`config.mk`:
```
export PLATFORM = sky130hd
export DESIGN_NAME = two_stack_line_editor
export DESIGN_NICKNAME = d
export VERILOG_FILES = /design/src/design/tsle_pkg.sv /design/src/design/two_stack_line_editor.sv
export SDC_FILE = /design/constraint.sdc
export NUM_CORES = 1
export LEC_CHECK = 0
export ABC_AREA = 1
export BUFFER_PORTS_ARGS = -buffer_cell sky130_fd_sc_hd__buf_4
export CAP_MARGIN = 40
export CORE_ASPECT_RATIO = 0.5
export CORE_UTILIZATION = 53
export CTS_CLUSTER_DIAMETER = 30
export DETAILED_ROUTE_END_ITERATION = 8
export PLACE_DENSITY = 0.76
export SETUP_SLACK_MARGIN = 0.02
export SYNTH_ARGS = -nofsm -noshare
export SYNTH_HDL_FRONTEND = slang
export SYNTH_SLANG_ARGS = --single-unit
export TNS_END_PERCENT = 50
```
`constraint.sdc`:
```
create_clock -name clk -period 2.2 [get_ports clk]
set_input_delay 0.33 -clock clk [delete_from_list [all_inputs] [get_ports clk]]
set_output_delay 0.33 -clock clk [all_outputs]
set_load 0.01 [all_outputs]
```
`src/design/tsle_pkg.sv`:
```
`timescale 1ns / 1ps

package tsle_pkg;

    localparam int unsigned LINE_CAP_DEF = 256;

    typedef enum logic [2:0] {
        K_INSERT    = 3'd0,
        K_OVERWRITE = 3'd1,
        K_RIGHT     = 3'd2,
        K_LEFT      = 3'd3,
        K_END       = 3'd4,
        K_HOME      = 3'd5,
        K_ERASE_L   = 3'd6,
        K_ERASE_R   = 3'd7
    } kind_t;

    typedef enum logic [1:0] {
        ST_DONE    = 2'd0,
        ST_IGNORED = 2'd1,
        ST_FULL    = 2'd2
    } status_t;

    typedef enum logic {
        S_IDLE,
        S_MOVE
    } state_t;

    typedef struct packed {
        kind_t      kind;
        logic [7:0] char_in;
    } cmd_t;

    typedef struct packed {
        status_t    status;
        logic [8:0] left_count;
        logic [8:0] right_count;
    } rsp_t;

endpackage

```
`src/design/two_stack_line_editor.sv`:
```
`timescale 1ns / 1ps

// Channel   Direction  Handshake              Payload
// cmd       in         cmd_valid / cmd_ready  tsle_pkg::cmd_t (kind, char_in)
// rsp       out        rsp_valid / rsp_ready  tsle_pkg::rsp_t (status, left_count, right_count)
//
// Insert, overwrite, erase and any ignored or rejected command complete without entering S_MOVE.
// Cursor right/left go through a registered stack read, then the write.
// End/home repeat the read and write for every character moved; read and write overlap.
// Reset clears both depths and the state machine; stack entries are not cleared.
// A command is taken only while the result register is empty or draining,
// so a stalled result holds off the next command.

module two_stack_line_editor #(
    parameter int unsigned LINE_CAP = tsle_pkg::LINE_CAP_DEF
) (
    input  logic             clk,
    input  logic             rst_n,
    input  logic             cmd_valid,
    output logic             cmd_ready,
    input  tsle_pkg::cmd_t   cmd,
    output logic             rsp_valid,
    input  logic             rsp_ready,
    output tsle_pkg::rsp_t   rsp
);

    localparam int unsigned CW = $clog2(LINE_CAP + 1);
    localparam int unsigned AW = $clog2(LINE_CAP);

    // stacks: one byte per entry, registered read
    logic [7:0] left_mem  [LINE_CAP];
    logic [7:0] right_mem [LINE_CAP];

    tsle_pkg::state_t state_reg, state_next;
    logic [CW-1:0]    ld_reg, ld_next;
    logic [CW-1:0]    rd_reg, rd_next;
    logic             dir_reg, dir_next;      // 1: right stack to left stack
    logic             walk_reg, walk_next;    // move the whole stack
    logic             rsp_valid_reg, rsp_valid_next;
    tsle_pkg::rsp_t   rsp_reg, rsp_next;

    logic [7:0]       l_rdata_reg, r_rdata_reg;
    logic             l_we, r_we, l_re, r_re;
    logic [AW-1:0]    l_wa, r_wa, l_ra, r_ra;
    logic [7:0]       l_wd, r_wd;

    logic             accept;
    logic             finish;
    logic             full;
    logic [CW:0]      total;
    tsle_pkg::status_t status;

    function automatic logic [8:0] to_count(input logic [CW-1:0] d);
        logic [CW+8:0] w;
        w = (CW+9)'(d);
        return w[8:0];
    endfunction

    assign total     = (CW+1)'(ld_reg) + (CW+1)'(rd_reg);
    assign full      = total >= (CW+1)'(LINE_CAP);
    assign cmd_ready = (state_reg == tsle_pkg::S_IDLE) && (!rsp_valid_reg || rsp_ready);
    assign accept    = cmd_valid && cmd_ready;
    assign rsp_valid = rsp_valid_reg;
    assign rsp       = rsp_reg;

    always_comb
    begin
        state_next     = state_reg;
        ld_next        = ld_reg;
        rd_next        = rd_reg;
        dir_next       = dir_reg;
        walk_next      = walk_reg;
        rsp_valid_next = rsp_valid_reg && !rsp_ready;
        rsp_next       = rsp_reg;
        l_we   = 1'b0;
        r_we   = 1'b0;
        l_re   = 1'b0;
        r_re   = 1'b0;
        l_wa   = ld_reg[AW-1:0];
        r_wa   = rd_reg[AW-1:0];
        l_wd   = cmd.char_in;
        r_wd   = l_rdata_reg;
        l_ra   = AW'(ld_reg - 1'b1);
        r_ra   = AW'(rd_reg - 1'b1);
        finish = 1'b0;
        status = tsle_pkg::ST_DONE;

        case (state_reg)
            tsle_pkg::S_IDLE:
            begin
                if (accept)
                begin
                    finish = 1'b1;
                    case (cmd.kind)
                        tsle_pkg::K_INSERT:
                        begin
                            if (full)
                            begin
                                status = tsle_pkg::ST_FULL;
                            end
                            else
                            begin
                                l_we    = 1'b1;
                                ld_next = ld_reg + 1'b1;
                            end
                        end
                        tsle_pkg::K_OVERWRITE:
                        begin
                            // replace the character after the cursor; insert at end of line
                            if (rd_reg != '0)
                            begin
                                rd_next = rd_reg - 1'b1;
                                l_we    = 1'b1;
                                ld_next = ld_reg + 1'b1;
                            end
                            else if (full)
                            begin
                                status = tsle_pkg::ST_FULL;
                            end
                            else
                            begin
                                l_we    = 1'b1;
                                ld_next = ld_reg + 1'b1;
                            end
                        end
                        tsle_pkg::K_RIGHT, tsle_pkg::K_END:
                        begin
                            if (rd_reg == '0)
                            begin
                                status = tsle_pkg::ST_IGNORED;
                            end
                            else
                            begin
                                // fetch the top of the right stack, write it next cycle
                                r_re       = 1'b1;
                                rd_next    = rd_reg - 1'b1;
                                dir_next   = 1'b1;
                                walk_next  = (cmd.kind == tsle_pkg::K_END);
                                state_next = tsle_pkg::S_MOVE;
                                finish     = 1'b0;
                            end
                        end
                        tsle_pkg::K_LEFT, tsle_pkg::K_HOME:
                        begin
                            if (ld_reg == '0)
                            begin
                                status = tsle_pkg::ST_IGNORED;
                            end
                            else
                            begin
                                l_re       = 1'b1;
                                ld_next    = ld_reg - 1'b1;
                                dir_next   = 1'b0;
                                walk_next  = (cmd.kind == tsle_pkg::K_HOME);
                                state_next = tsle_pkg::S_MOVE;
                                finish     = 1'b0;
                            end
                        end
                        tsle_pkg::K_ERASE_L:
                        begin
                            if (ld_reg == '0)
                                status = tsle_pkg::ST_IGNORED;
                            else
                                ld_next = ld_reg - 1'b1;
                        end
                        tsle_pkg::K_ERASE_R:
                        begin
                            if (rd_reg == '0)
                                status = tsle_pkg::ST_IGNORED;
                            else
                                rd_next = rd_reg - 1'b1;
                        end
                        default:
                        begin
                            status = tsle_pkg::ST_IGNORED;
                        end
                    endcase
                end
            end
            tsle_pkg::S_MOVE:
            begin
                // write the byte read last cycle; in a walk, read the next one alongside
                if (dir_reg)
                begin
                    l_we    = 1'b1;
                    l_wd    = r_rdata_reg;
                    ld_next = ld_reg + 1'b1;
                    if (walk_reg && (rd_reg != '0))
                    begin
                        r_re    = 1'b1;
                        rd_next = rd_reg - 1'b1;
                    end
                    else
                    begin
                        finish = 1'b1;
                    end
                end
                else
                begin
                    r_we    = 1'b1;
                    rd_next = rd_reg + 1'b1;
                    if (walk_reg && (ld_reg != '0))
                    begin
                        l_re    = 1'b1;
                        ld_next = ld_reg - 1'b1;
                    end
                    else
                    begin
                        finish = 1'b1;
                    end
                end
                if (finish)
                    state_next = tsle_pkg::S_IDLE;
            end
            default:
            begin
                state_next = tsle_pkg::S_IDLE;
            end
        endcase

        // the result register is empty or draining here, since a command enters only then
        if (finish)
        begin
            rsp_valid_next       = 1'b1;
            rsp_next.status      = status;
            rsp_next.left_count  = to_count(ld_next);
            rsp_next.right_count = to_count(rd_next);
        end
    end

    always_ff @(posedge clk or negedge rst_n)
    begin
        if (!rst_n)
        begin
            state_reg     <= tsle_pkg::S_IDLE;
            ld_reg        <= '0;
            rd_reg        <= '0;
            dir_reg       <= 1'b0;
            walk_reg      <= 1'b0;
            rsp_valid_reg <= 1'b0;
        end
        else
        begin
            state_reg     <= state_next;
            ld_reg        <= ld_next;
            rd_reg        <= rd_next;
            dir_reg       <= dir_next;
            walk_reg      <= walk_next;
            rsp_valid_reg <= rsp_valid_next;
        end
    end

    always_ff @(posedge clk)
    begin
        rsp_reg <= rsp_next;
    end

    // left stack memory
    always_ff @(posedge clk)
    begin
        if (l_we)
            left_mem[l_wa] <= l_wd;
        if (l_re)
            l_rdata_reg <= left_mem[l_ra];
    end

    // right stack memory
    always_ff @(posedge clk)
    begin
        if (r_we)
            right_mem[r_wa] <= r_wd;
        if (r_re)
            r_rdata_reg <= right_mem[r_ra];
    end

endmodule
```
* Yosys cells after proc, flatten, opt, wreduce, memory -nomap -nowiden
Index checks and enable logic that the tools add are counted.
Operators by class: $add $sub $neg 5, magnitude comparators 1, eq/ne operators 9, muxes and demuxes 42, bitwise gates (word level) 2, reduce and logical (&&, ||, !) cells 20
Operator list (number):
- 2-to-1 mux 9 bit | 11
- one-hot mux 9 bit (2 select lines) | 3
- one-hot mux 9 bit (3 select lines) | 1
- adder 9 x 1 -> 9 bit (second input constant) | 2
- logical NOT 9 bit | 2
- 2-to-1 mux 1 bit | 18
- nonzero test 9 bit | 2
- subtractor 9 x 1 -> 9 bit (second input constant) | 2
- equality test 3 bit (second input constant) | 4
- one-hot mux 1 bit (2 select lines) | 6
- adder 9 x 9 -> 10 bit | 1
- >= comparator 10 x 9 -> 1 bit (second input constant) | 1
- one-hot mux 2 bit (4 select lines) | 1
- equality test 3 x 2 -> 1 bit (second input constant) | 2
- OR reduction 2 bit | 3
- OR reduction 3 bit | 2
- logical AND 1 bit | 5
- AND reduction 5 bit | 1
- 2-to-1 mux 2 bit | 2
- != test 2 bit (second input constant) | 2
- equality test 3 x 1 -> 1 bit (second input constant) | 1
- logical NOT 3 bit | 1
- logical NOT 1 bit | 2
- NOT 1 bit | 2
- 2 further kinds | 2
Storage, ports and cells: flip-flop bits (word level) 42, bits of input ports 15, word-level logic and storage cells 88

* Longest topological paths before layout
Gate-level depths: netlist of run 1.
word-level depth 7, depth in mapped cells 15, mapped depth without buffers 15

* Least setup slack after synthesis of run 1
OpenSTA, ideal clock, no wires.
kind register -> register, start register ld_reg[1], end register rsp_reg, in the netlist rsp[0] (enable), setup time 0.383 ns, arrival 1.950 ns, data required time 1.817 ns, path slack -0.133 ns, stages on the path, launching flop included 11, path through dfrtp_1 > inv_1 > ha_1 > nand3_4 > nor2_2 > inv_2 > nor2_8 > nor2_2 > inv_2 > o21ai_2 > o22ai_2
Between the ends: word-level cells in the longest chain between the ends 6
RTL lines:
- start, declared | RTL line two_stack_line_editor.sv:35 | logic [CW-1:0] ld_reg, ld_next;
- start signal, assigned | RTL line two_stack_line_editor.sv:245 | ld_reg <= ld_next;
- nonzero test 9 bit | RTL line two_stack_line_editor.sv:202 | if (walk_reg && (ld_reg != '0))
- logical AND 1 bit | RTL line two_stack_line_editor.sv:202
- 2-to-1 mux 1 bit | RTL line two_stack_line_editor.sv:202
- 2-to-1 mux 1 bit | RTL line two_stack_line_editor.sv:183 | if (dir_reg)
- 2-to-1 mux 1 bit | RTL line two_stack_line_editor.sv:88 | case (state_reg)
- one-hot mux 1 bit (2 select lines) * | RTL line two_stack_line_editor.sv:88
- via finish | RTL line two_stack_line_editor.sv:48 | logic finish;
- end signal, assigned | RTL line two_stack_line_editor.sv:255 | rsp_reg <= rsp_next;
- end, declared | RTL line two_stack_line_editor.sv:40 | tsle_pkg::rsp_t rsp_reg, rsp_next;
The timed path passes the listed nets; every way through them passes the cells marked *. The select of a mux whose other input is x is not followed. A chain may end at the register's enable or synchronous reset.

* Worst setup path after layout of run 1
start register rd_reg[1], end register rsp_reg, in the netlist rsp[12] (enable)
Between the ends: word-level cells in the longest chain between the ends 6
RTL lines:
- start, declared | RTL line two_stack_line_editor.sv:36 | logic [CW-1:0] rd_reg, rd_next;
- start signal, assigned | RTL line two_stack_line_editor.sv:246 | rd_reg <= rd_next;
- nonzero test 9 bit | RTL line two_stack_line_editor.sv:188 | if (walk_reg && (rd_reg != '0))
- logical AND 1 bit | RTL line two_stack_line_editor.sv:188
- 2-to-1 mux 1 bit | RTL line two_stack_line_editor.sv:188
- 2-to-1 mux 1 bit | RTL line two_stack_line_editor.sv:183
- 2-to-1 mux 1 bit | RTL line two_stack_line_editor.sv:88
- one-hot mux 1 bit (2 select lines) * | RTL line two_stack_line_editor.sv:88
- via finish | RTL line two_stack_line_editor.sv:48
Marked as above.

==> summary.md, run 1 <==
| Metric | Value |
|---|---|
| Placer Congestion | `~0.95` |
| DR DRC count | `2` |
| H-tree levels | `2` |
| Slew @ Worst Pin | `a little over 0.6 ns` |
| Hold_sp | `cmd[9]` |
| CP endpoint kind | `register` |
| Syn Std Cell Area | `roughly 0.0032 mm^2` |
| Die width | `around 110 um` |
| DR vias | `about 3100` |
| Crit share post-route | `0.995` |
| Layout cells sized above 1 | `0.333` |
| Compound-Gate Fraction of Synth Area | `0.133` |
| N_diodes | `0` |
| GRT Util Overall | `0.290` |
| Initial Util | `0.568` |
| Crit-path cells | `inv_1 -> ha_2 -> inv_2 -> nor2_8 -> nand2_4 -> nor2_4 -> nand2_4 -> nand2_4 -> nor2_4 -> inv_2 -> o21ai_2 -> o22ai_4 -> clkbuf_16` |
| CTS tree | `built` |
| Largest net degree at the start of global routing | `23` |
| Syn avg cell area | `about 8 um^2` |
| Root Driver | `clkbuf_16` |
| Post-detail-place hpwl | `~6300 um` |
| Internal reg-to-reg setup slack | `~0.01 ns` |
| Power Dens Cells | `approximately 1700 mW/mm^2` |
| Leakage power total | `about 1.9 nW` |
| Final #Nets | `slightly above 500` |
| Mapped Cells | `between 400 and 500` |
| Max reg flops | `20` |
| Worst stage delay on the critical path | `roughly 0.41 ns` |
| Minimum clock period after layout | `2.19 ns` |
| Initial antenna violation count | `0` |
| Sequential share of the synthesized area | `0.358` |
| RSZ-0062 raised after global routing | `yes` |
| First-pass GRT wire length | `~14000 um` |
| Min-Delay Endpoint | `walk_reg` |
| Largest family of logic cells by synthesized area | `simple AND/OR/NAND/NOR gates` |
| Achievable Freq | `roughly 460 MHz` |
| I/O pin total | `37` |
| Max-slew violation count | `0` |
| Number of global-route vias before repair | `approximately 2900` |
| Post-synthesis simple-gate area fraction | `0.322` |
| Sink Count | `between 40 and 50` |
| Synth Area in Adders | `0.0467` |
| Synth Area in XOR/XNOR | `0.0463` |
| Most frequent cells in the layout | `nand2_1, buf_4, inv_1` |
| CP Class | `reg2reg` |
| Final WL | `just over 9000 um` |
| Post-synthesis mux area share | `0` |
| Worst r2r src | `rd_reg[1]` |
| Routed vias/inst | `approximately 5.7` |
| I/O Buffers | `28` |
| Site row count | `19` |
| Hold-critical path depth | `3` |
| Cell Count, Final, Fillers Out | `550` |
| # setup viols final | `0` |
| Ys Warns | `0` |
| Most common cell after layout, fill and taps aside | `nand2_1` |
| Worst slew margin | `0.591` |
| #FFs+latches synth | `42` |
| Asr flop ratio synth | `0.524` |
| Register area | `0.00116 mm^2` |
| Design area | `0.00414 mm^2` |
| Worst vdd ir | `0.770 mV` |
| Total power draw | `approximately 7.2 mW` |
| Maxcap violations | `0` |
| CP max stage cell | `dfrtp_1` |
| Height of the die | `between 50 and 60 um` |
| EDFF count, synth | `20` |
| Routed len/inst | `16.5 um` |
| Clk_skew | `approximately 0.0028 ns` |
| Worst EP arrival | `~2.2 ns` |
| Critical path data required time | `2.21 ns` |
| Clk slew on worst S/H paths | `~0.06 ns` |
| Status | `finished, violations left` |
| Hold Crit Class | `in2reg` |
| Insertion delay to the later sink of the worst-skew pair | `approximately 0.29 ns` |
| Area grow syn2layout | `28.8%` |
| Post-Place Cells | `533` |
| Reg2reg path depth | `13` |
| CP most frequent cell | `nand2_4` |
| Post-route ant nets | `0` |
| Crit start category | `register` |
| Total die area | `0.00640 mm^2` |
| Yosys cell types | `50` |
| Clock buffer depth | `2` |
| Core area | `~0.0057 mm^2` |
| Failing checks | `DRC` |
| Fill cell count | `approximately 410` |
| Drt pass-1 iters | `9` |
| Total congestion overflow | `0` |
| Crit path max fanout | `7` |
| Most used DFF post-synth | `dfrtp_1` |
| Final hold viol count | `0` |
| Total CTS buffers | `5` |
| Syn_nets | `about 440` |
| Multi-input logic area | `between 0.0015 and 0.002 mm^2` |
| Dpl cell area | `approximately 0.0037 mm^2` |
| Detailed Route Iter0 Violations | `about 250` |
| Reg-to-Reg End | `rsp[12]` |
[Yosys cell counts, types with 2 or more instances]
library cell,number,share of area
o21ai_0,21,0.033
inv_2,13,0.015
inv_1,41,0.048
nand3_2,6,0.019
nor2_8,2,0.012
nor3_1,6,0.0093
clkbuf_1,3,0.0035
nor2_4,3,0.011
buf_6,4,0.014
dfrtp_1,22,0.17
nand2_4,4,0.014
xor2_1,16,0.044
a21oi_1,23,0.036
nand2_2,3,0.0058
nand2_1,113,0.13
nand3_4,2,0.011
nor2_2,3,0.0058
edfxtp_1,20,0.19
o211ai_1,4,0.0093
ha_1,12,0.047
nand3_1,28,0.044
nor2_1,25,0.029
a21o_1,3,0.0070
o21ai_1,6,0.0093
nand4_1,6,0.012
[layer usage]
layer | part of all wire | GRT usage | up-vias
li1 | - | - | 1490
met1 | 0.43 | 0.388 | 1490
met2 | 0.46 | 0.456 | 139
met3 | 0.081 | 0.0797 | 25
met4 | 0.020 | 0.109 | 0
met5 | 0 | 0 | -
[area by class of cell]
| type | instances | area share |
|---|---|---|
| clock buffer | 5 | 0.0302 |
| clock inverter | 3 | 0.00967 |
| inverter | 56 | 0.0532 |
| multi-input combinational | 306 | 0.478 |
| sequential | 42 | 0.279 |
| tap | 73 | 0.0221 |
| timing repair buffer | 65 | 0.127 |
[kinds of logic after synthesis]
| kind of cell | Yosys count |
|---|---|
| xor+xnor | 17 |
| simple gates | 207 |
| buf+inv | 66 |
| compound gates | 70 |
| fa+ha+maj | 12 |
| flops | 42 |
[report_power, final]
| group | total (mW) | internal (mW) | switching, mW |
|---|---|---|---|
| logic | 4.71 | 1.92 | 2.79 |
| clock network | 0.835 | 0.531 | 0.304 |
| registers | 1.69 | 1.36 | 0.321 |
| total | 7.23 | 3.81 | 3.42 |
[repair_timing]
item / 4_1_cts / 5_1_grt
buffers inserted: 0 / 7
pin swaps: 0 / 21
gates cloned: 0 / 1
endpoints found under the hold margin: 22 / 0
hold buffers: 1 / 0
gates resized for setup: 2 / 48
setup endpoints to repair: 3 / 44
[through the flow]
step / setup slack [ns] / hold slack [ns] / utilization / setup TNS (ns)
final: 0.00998 / 0.356 / 0.732 / 0
after global routing: -0.0852 / 0.374 / 0.732 / -1.68
after CTS: 0.0378 / 0.356 / 0.681 / 0
after detailed placement: 0.00285 / 0.259 / 0.648 / 0
after global placement: 0.0657 / 0.251 / 0.648 / 0
after floorplan: 0.0419 / 0.0344 / - / 0
[critical path: cells and delay by family, from the launching register on]
kind	cells	cell delay, ns
DFF	1	0.41
and+or+nand+nor	6	0.55
AOI/OAI and AO/OA	2	0.29
adders and majority gates	1	0.19
buffers and inverters	4	0.48
[worst max-delay path by stage]
stage,start,endpoint
floorplan,ld_reg[1],rsp[0]
CTS,rd_reg[1],rsp[10]
finish,rd_reg[1],rsp[12]
detailed placement,ld_reg[7],rsp[13]
global placement,rd_reg[1],rsp[14]
global route,rd_reg[1],rsp[12]
No activity file was read; power rests on OpenSTA's default activity.
==> inputs of run 2 (changes only) <==
--- a/config.mk
+++ b/config.mk
@@ -12,8 +12,11 @@
 export CORE_UTILIZATION = 53
 export CTS_CLUSTER_DIAMETER = 30
 export DETAILED_ROUTE_END_ITERATION = 8
+export GPL_ROUTABILITY_DRIVEN = 0
 export PLACE_DENSITY = 0.76
+export REMOVE_ABC_BUFFERS = 1
 export SETUP_SLACK_MARGIN = 0.02
+export SKIP_LAST_GASP = 1
 export SYNTH_ARGS = -nofsm -noshare
 export SYNTH_HDL_FRONTEND = slang
 export SYNTH_SLANG_ARGS = --single-unit
==> run 2 against run 1 <==
Net effect: the run ends with DRC, setup timing left; sequential power rose by 2%; clock skew increased by 0.0026 ns; sequential share of layout area is 0.35 points lower; design area increased by 1.4%; routed wire length grew 8.8%; clock power grew 1%; clock-buffer cell count stayed put; die area stayed put; setup slack got worse by 0.064 ns; total power is 3.1% higher; sequential cell count stayed put; largest power group unchanged.
==> summary.md, run 2 (synthesized netlist as in run 1, its figures left out) <==
| Metric | Value |
|---|---|
| CP endpoint kind | `register` |
| Initial Util | `0.568 (unchanged)` |
| Critical path data required time | `2.23 ns (+0.02 ns)` |
| Initial antenna violation count | `0 (unchanged)` |
| Worst vdd ir | `0.881 mV (+14%)` |
| Post-Place Cells | `534 (+0.19%)` |
| Total congestion overflow | `0 (unchanged)` |
| Site row count | `19 (unchanged)` |
| CTS tree | `built` |
| I/O Buffers | `28 (unchanged)` |
| Drt pass-1 iters | `8 (-1)` |
| Total CTS buffers | `5 (unchanged)` |
| Insertion delay to the later sink of the worst-skew pair | `0.29 ns (about the same)` |
| Number of global-route vias before repair | `3000 (+2.0%)` |
| Reg2reg path depth | `15 (+2)` |
| Largest delay contributor family on the critical path | `simple AND/OR/NAND/NOR gates` |
| Reg-to-Reg End | `rsp[11]` |
| Root Driver | `clkbuf_16` |
| Worst stage delay on the critical path | `0.40 ns (about the same)` |
| Crit start category | `register` |
| Total die area | `0.00640 mm^2 (unchanged)` |
| Buf/Inv on CP | `1 (-3)` |
| Most frequent cells in the layout | `nand2_1, buf_4, inv_1` |
| Hold Crit Class | `in2reg` |
| Die width | `112 um (unchanged)` |
| DR vias | `3282 (+4.4%)` |
| Routed vias/inst | `5.95 (+4.0%)` |
| Leakage power total | `1.90 nW (+0.59%)` |
| Achievable Freq | `444 MHz (-2.8%)` |
| Post-detail-place hpwl | `6300 um (+0.66%)` |
| Dpl ws | `-0.0160 ns (-0.0188 ns)` |
| Max-slew violation count | `0 (unchanged)` |
| Detailed Route Iter0 Violations | `374 (+50%)` |
| Hold_sp | `cmd[9]` |
| Status | `finished, violations left` |
| CP max stage cell | `dfrtp_1` |
| Worst r2r src | `rd_reg[1]` |
| Maxcap violations | `0 (unchanged)` |
| Slew @ Worst Pin | `0.680 ns (+0.0666 ns)` |
| DR DRC count | `1 (-1)` |
| Final WL | `9900 um (+8.8%)` |
| Layout cells sized above 1 | `0.332 (-0.00139)` |
| CP Class | `reg2reg` |
| Hold-critical path depth | `3 (unchanged)` |
| Clock buffer depth | `2 (unchanged)` |
| Worst EP arrival | `2.28 ns (+0.08 ns)` |
| Final worst slack | `-0.0535 ns (-0.0635 ns)` |
| Routed len/inst | `17.9 um (+8.4%)` |
| Largest net degree at the start of global routing | `23 (unchanged)` |
| Height of the die | `57.1 um (unchanged)` |
| Core area | `0.00566 mm^2 (unchanged)` |
| Crit-path cells | `buf_6 -> ha_4 -> nand3_1 -> nand2_1 -> nand2_1 -> nand2_1 -> nand2_2 -> nand2_2 -> nand2_4 -> nand4_1 -> nand2_2 -> nand2_1 -> nand3_1 -> nand2_1 -> nand2_1` |
| Power Dens Cells | `1770 mW/mm^2 (+1.7%)` |
| GRT Util Overall | `0.285 (-0.00554)` |
| Cell Count, Final, Fillers Out | `552 (+0.36%)` |
| Clk_skew | `0.00538 ns (+0.00260 ns)` |
| Post-route ant nets | `0 (unchanged)` |
| # setup viols final | `6 (+6)` |
| Min-Delay Endpoint | `walk_reg` |
| Failing checks | `DRC, setup timing` |
| Internal reg-to-reg setup slack | `-0.05 ns (-0.06 ns)` |
| RSZ-0062 raised after global routing | `yes` |
| Area grow syn2layout | `30.6%` |
| Minimum clock period after layout | `2.25 ns (+0.0635 ns)` |
| Final #Nets | `505 (+0.40%)` |
| Final hold viol count | `0 (unchanged)` |
| Worst slew margin | `0.546 (-0.0445)` |
| CP most frequent cell | `nand2_1` |
| Sink Count | `42 (unchanged)` |
| I/O pin total | `37 (unchanged)` |
| Most common cell after layout, fill and taps aside | `nand2_1` |
| Crit path max fanout | `5 (-2)` |
| H-tree levels | `2 (unchanged)` |
| Worst setup path startpoint | `rd_reg[1]` |
| N_diodes | `0 (unchanged)` |
| Clk slew on worst S/H paths | `0.06 ns (about the same)` |
| Crit share post-route | `1.02 (+0.0289)` |
| Max reg flops | `20 (unchanged)` |
| First-pass GRT wire length | `14000 um (-2.2%)` |
run 2: routing by layer:
layer  up-vias  GRT usage  part of all wire
met1      1511      0.372              0.39
met2       215      0.469              0.47
met5         -          0                 0
met3        53     0.0680              0.10
li1       1503          -                 -
met4         0      0.103             0.033
run 2: where the power goes:
| part | switching, mW | total [mW] | internal [mW] |
|---|---|---|---|
| Clock | 0.313 | 0.845 | 0.532 |
| Sequential | 0.364 | 1.73 | 1.36 |
| Combinational | 2.91 | 4.88 | 1.97 |
run 2: stage by stage:
step / hold WS (ns) / total power, mW / setup TNS, ns / utilization / area (um^2)
finish: 0.381 / 7.45 / -0.139 / 0.742 / 4200
global route: 0.389 / 7.91 / -0.928 / 0.742 / 4200
floorplan: 0.0344 / 4.09 / -4.03 / - / 3130
CTS: 0.347 / 6.53 / 0 / 0.681 / 3850
detailed placement: 0.257 / 5.62 / -0.0160 / 0.648 / 3660
global placement: 0.251 / 5.43 / 0 / 0.648 / 3660
run 2: worst max-delay path by stage:
stage,cells past startpoint,to,slack (ns)
2_1_floorplan,10,rsp[0],-0.20
3_3_place_gp,12,rsp[9],0.06
3_5_place_dp,12,rsp[11],-0.02
4_1_cts,13,rsp[11],0.003
5_1_grt,16,rsp[16],-0.15
6_report,15,rsp[11],-0.05
run 2: timing repair:
item                                    in CTS  in global routing
endpoints found under the setup margin      17                 45
hold endpoints to repair                    22                  0
cloned                                       0                  1
hold buffers                                 1                  0
gates resized for setup                      2                 53
setup buffers                                0                  8
pin swaps                                    0                 13
run 2: cell type report:
type	instances	area [um^2]
Inverter	56	220
Clock inverter	3	40.0
Timing Repair Buffer	67	556
Fill cell	383	1460
Multi-Input combinational cell	306	2010
Sequential cell	42	1160
Tap cell	73	91.3
Clock buffer	5	125
run 2: worst min-delay path, delay by kind of cell:
kind / cells / cell delay [ns]
simple gates: 1 / 0.12
buf+inv: 1 / 0.11
compound gates: 1 / 0.07
